===== src/hw/rtl/wsp_pkg.sv =====
// ----------------------------------------------------------------------------
// wsp_pkg
// shared constants, register codes and helpers for the world to screen
// projection block
// ----------------------------------------------------------------------------
package wsp_pkg;

  localparam int FRAC_BITS_DEF = 16;
  localparam int COEF_W        = 32;
  localparam int CFG_DATA_W    = 64;
  localparam int CFG_IDX_W     = 3;
  localparam int SCREEN_W      = 14;
  localparam int CAP_LOG       = 40;
  localparam int Q_BITS        = CAP_LOG + 1;
  localparam int ACC_W         = 44;

  localparam logic [SCREEN_W-1:0] WIDTH_RESET  = SCREEN_W'(1920);
  localparam logic [SCREEN_W-1:0] HEIGHT_RESET = SCREEN_W'(1080);

  typedef enum logic [CFG_IDX_W-1:0] {
    REG_CLIP_X_LOW  = 3'd0,
    REG_CLIP_X_HIGH = 3'd1,
    REG_CLIP_Y_LOW  = 3'd2,
    REG_CLIP_Y_HIGH = 3'd3,
    REG_CLIP_W_LOW  = 3'd4,
    REG_CLIP_W_HIGH = 3'd5,
    REG_SCREEN_W    = 3'd6,
    REG_SCREEN_H    = 3'd7
  } cfg_reg_e;

  typedef struct packed {
    logic vis;
    logic neg_x;
    logic neg_y;
    logic ovf_x;
    logic ovf_y;
  } div_flags_t;

  function automatic logic signed [COEF_W-1:0] sat32(input logic signed [ACC_W-1:0] v);
    logic signed [ACC_W-1:0] hi;
    logic signed [ACC_W-1:0] lo;
    hi = ACC_W'(32'sh7fffffff);
    lo = -ACC_W'(64'sh80000000);
    if (v > hi) sat32 = 32'sh7fffffff;
    else if (v < lo) sat32 = 32'sh80000000;
    else sat32 = v[COEF_W-1:0];
  endfunction

endpackage


===== src/hw/rtl/wsp_div_cell.sv =====
// ----------------------------------------------------------------------------
// wsp_div_cell
// one quotient bit of the two restoring dividers, shared divisor
// ----------------------------------------------------------------------------
module wsp_div_cell import wsp_pkg::*; #(
  parameter int RW = 50
) (
  input  logic              clk,
  input  logic              rst,
  input  logic              en,
  input  logic              v_in,
  input  logic [RW-1:0]     d_in,
  input  div_flags_t        f_in,
  input  logic [RW-1:0]     rx_in,
  input  logic [Q_BITS-1:0] lx_in,
  input  logic [Q_BITS-1:0] qx_in,
  input  logic [RW-1:0]     ry_in,
  input  logic [Q_BITS-1:0] ly_in,
  input  logic [Q_BITS-1:0] qy_in,
  output logic              v_out,
  output logic [RW-1:0]     d_out,
  output div_flags_t        f_out,
  output logic [RW-1:0]     rx_out,
  output logic [Q_BITS-1:0] lx_out,
  output logic [Q_BITS-1:0] qx_out,
  output logic [RW-1:0]     ry_out,
  output logic [Q_BITS-1:0] ly_out,
  output logic [Q_BITS-1:0] qy_out
);

  logic [RW:0] tx;
  logic [RW:0] ty;
  logic        gx;
  logic        gy;

  assign tx = {rx_in, lx_in[Q_BITS-1]};
  assign ty = {ry_in, ly_in[Q_BITS-1]};
  assign gx = tx >= {1'b0, d_in};
  assign gy = ty >= {1'b0, d_in};

  always_ff @(posedge clk) begin
    if (rst) begin
      v_out <= 1'b0;
    end else if (en) begin
      v_out <= v_in;
    end
  end

  always_ff @(posedge clk) begin
    if (en) begin
      d_out  <= d_in;
      f_out  <= f_in;
      rx_out <= gx ? RW'(tx - {1'b0, d_in}) : RW'(tx);
      ry_out <= gy ? RW'(ty - {1'b0, d_in}) : RW'(ty);
      lx_out <= {lx_in[Q_BITS-2:0], 1'b0};
      ly_out <= {ly_in[Q_BITS-2:0], 1'b0};
      qx_out <= {qx_in[Q_BITS-2:0], gx};
      qy_out <= {qy_in[Q_BITS-2:0], gy};
    end
  end

endmodule


===== config.mk =====
export PLATFORM = sky130hd
export DESIGN_NAME = wsp_div_cell
export DESIGN_NICKNAME = d
export VERILOG_FILES = /design/src/hw/rtl/wsp_pkg.sv /design/src/hw/rtl/wsp_div_cell.sv
export SDC_FILE = /design/constraint.sdc
export NUM_CORES = 1
export LEC_CHECK = 0
export BUFFER_PORTS_ARGS = -buffer_cell sky130_fd_sc_hd__buf_2
export CAP_MARGIN = 20
export CELL_PAD_IN_SITES_DETAIL_PLACEMENT = 2
export CELL_PAD_IN_SITES_GLOBAL_PLACEMENT = 2
export CORE_AREA = 2 2 247 249
export DETAILED_ROUTE_END_ITERATION = 10
export DIE_AREA = 0 0 249 251
export PLACE_DENSITY = 0.81
export SLEW_MARGIN = 10
export SYNTH_ARGS = -nofsm -noshare
export SYNTH_HDL_FRONTEND = slang
export SYNTH_SLANG_ARGS = --single-unit

===== constraint.sdc =====
create_clock -name clk -period 3.95 [get_ports clk]
set_clock_uncertainty 0.05 [all_clocks]
set_input_delay 0.395 -clock clk [delete_from_list [all_inputs] [get_ports clk]]
set_output_delay 0.395 -clock clk [all_outputs]
set_load 0.05 [all_outputs]

==> run metrics <==
status completed; crit end category flop; power density over cell area between 400 and 500 nW/um2; Syn. warnings 0; Port Buffers roughly 640; top-count cell post-synth edfxtp_1; Mapped Area between 15000 and 20000 um2; clock slew at reported path FFs around 0.06 ns; grt total ovfl 0; CTS Root Cell clkbuf_16; core area 59800 um2; top_reg_cell synth edfxtp_1; area fraction of the dominant cell type after synthesis ~55%; setup TNS 0 ns; Num CTS Buffers around 40; worst-margin pin slew approximately 0.89 ns; final setup violation count 0; RePlAce Congestion 0.903; CP Data Required Time roughly 4.2 ns; Via density about 5.1; vias in the first global route 18400; max-cap violations 0; die width approximately 250 um; largest net degree at the start of global routing roughly 110; Hold EP d_out[22]; CTS tree done; EDFF count, synth 317; CTS sink count between 300 and 400; final core utilization 42.8%; fin nets about 2800; register area share after synthesis 55.0%; antenna violations before repair 11; Initial DRC Count ~810; Fmax achieved 0.261 GHz; Reg2Reg Depth 2; synth top area cells edfxtp_1 55%, ha_1 7.2%, a21oi_1 3.6%; worst reg2reg endpoint v_out; Pre-antenna DRT Iters 6; cell taking the most area after synthesis edfxtp_1; Critical Path AT about 4.1 ns; DP HPWL approximately 66000 um; Post-synth ARST share 0%; Remaining DRCs 0; layout cell share with drive strength beyond 1 a little under two fifths; post-synthesis instance total ~1400; r2r startpoint v_out; flop2flop setup slack 3.20 ns; Site Rows 90; Avg Inst Size Synth 12.1 um2; critical path class in -> reg; crit path max fanout 17; FF+latch count, synth around 320; post-route minimum period 3.83 ns; CP Launch Type primary input; period utilization 97.1%; H-tree depth 2; Initial Util about 29%; maximum vdd drop roughly 270 uV; chip height approximately 250 um; Distinct cells, synth a little under 80; antenna-violating nets left 0; HP Class in -> reg; Clock Path Buffers 3; Cells on Worst Hold Path 1; Detailed Route WL slightly below 90000 um; Final Hold Viols 0; Slew Viols, Final 0; Clk Latency, worst-skew pair 0.55 ns; DR vias roughly 16000; Ports about 640; commonest cells in the netlist 317 x edfxtp_1, 123 x a21oi_1, 100 x ha_1; Die Area around 62000 um2; GRT Total Usage a little over a quarter; min-delay src d_in[22]; first-pass GRT wire length about 130000 um; DR WL/cell around 28 um; Rel. slew slack between 40% and 50%; P_leak 11.4 nW; Area Overhead vs Synth 47.8%
==> final cells by class <==
cell class,count,area [um2]
antenna,4,10.0
tap,782,978
fill,6245,34200
clock inverter,24,289
timing repair buffer,948,6170
sequential,318,9540
clock buffer,49,1060
inverter,78,300
multi-input combinational,979,7280
==> cell families after synthesis <==
group | count (synthesis) | synth area share (%)
xor gates and xnor gates | 79 | 3.99
DFF | 318 | 55.0
AOI/OAI and AO/OA | 394 | 15.1
buffers and inverters | 135 | 3.28
adders and majority gates | 102 | 7.45
and+or+nand+nor | 319 | 9.15
muxes | 83 | 5.98
other | 1 | 0.0216
==> worst max-delay path by stage <==
stage / start / endpoint
after floorplan: d_in[1] / rx_out[10]
after global placement: ly_in[40] / ry_out[42]
after detailed placement: ly_in[40] / ry_out[42]
after CTS: d_in[3] / rx_out[5]
after global routing: d_in[3] / rx_out[48]
final: d_in[3] / rx_out[5]
==> cells in the final DEF, fill, tap and decap left out, types with 11 or more instances in the layout <==
| cell | count |
|---|---|
| buf_2 | 637 |
| edfxtp_1 | 317 |
| dlygate4sd3_1 | 209 |
| a21oi_1 | 122 |
| ha_1 | 99 |
| buf_4 | 92 |
| nand2_1 | 89 |
| a21o_1 | 77 |
| inv_1 | 76 |
| nor2_1 | 65 |
| o21ai_0 | 56 |
| xnor2_1 | 50 |
| mux2_2 | 48 |
| clkbuf_16 | 41 |
| nand3_1 | 35 |
| nand4_1 | 33 |
| xor2_1 | 29 |
| mux2_4 | 29 |
| nor3_1 | 24 |
| o21bai_1 | 20 |
| and3_1 | 19 |
| nor2b_1 | 14 |
| o31ai_1 | 13 |
| o211ai_1 | 12 |
| o21a_1 | 11 |
| a31oi_1 | 11 |
==> sequential cells by signal (all words and copies together) (netlist names) <==
register  count
d_out        50
f_out         5
lx_out       40
ly_out       40
qx_out       41
qy_out       41
rx_out       50
ry_out       50
v_out         1
==> per-stage QoR <==
stage | instance area, um2 | hold slack [ns] | setup slack, ns | cells | total power [mW]
final | 25600 | 0.0368 | 0.115 | 3182 | 12.1
after global routing | 25600 | 0.0194 | -0.0663 | 3182 | 12.5
after CTS | 25600 | 0.00627 | 0.0414 | 3177 | 12.1
after detailed placement | 22100 | 0.523 | -0.182 | 2895 | 8.03
after global placement | 22100 | 0.423 | -0.120 | 2895 | 7.88
after floorplan | 17300 | 0.417 | 0.492 | 1432 | 6.72
==> critical path, stage by stage <==
cell	delay (ns)
dlygate4sd3_1	0.52
buf_2	0.14
inv_1	0.07
buf_4	0.15
ha_1	0.29
o21a_1	0.13
o31a_1	0.16
o41a_1	0.21
a31o_1	0.20
a311o_2	0.29
nand4b_4	0.14
a2111oi_4	0.37
buf_4	0.21
nor2_8	0.04
inv_6	0.15
buf_12	0.21
mux2_2	0.39
==> layer usage <==
metal  vias up  GRT usage [%]  part of all wire, %
li1       7325              -                    -
met1      8324           29.7                   37
met2       526           52.7                   54
met3       160           5.56                  5.1
met4        10           9.39                  3.6
met5         -              0                0.070
==> where the power goes <==
part / internal (mW) / total, mW / switching, mW
Clock: 2.31 / 3.91 / 1.60
Sequential: 4.16 / 4.31 / 0.157
Combinational: 1.25 / 3.91 / 2.66
Total: 7.71 / 12.1 / 4.42
==> what timing repair did <==
item | CTS | global route
setup endpoints to repair | 0 | 43
hold buffers | 209 | 0
hold endpoints to repair | 209 | 0
buffers inserted | 0 | 1
gates resized for setup | 0 | 12
No activity file was read; power rests on OpenSTA's default activity.
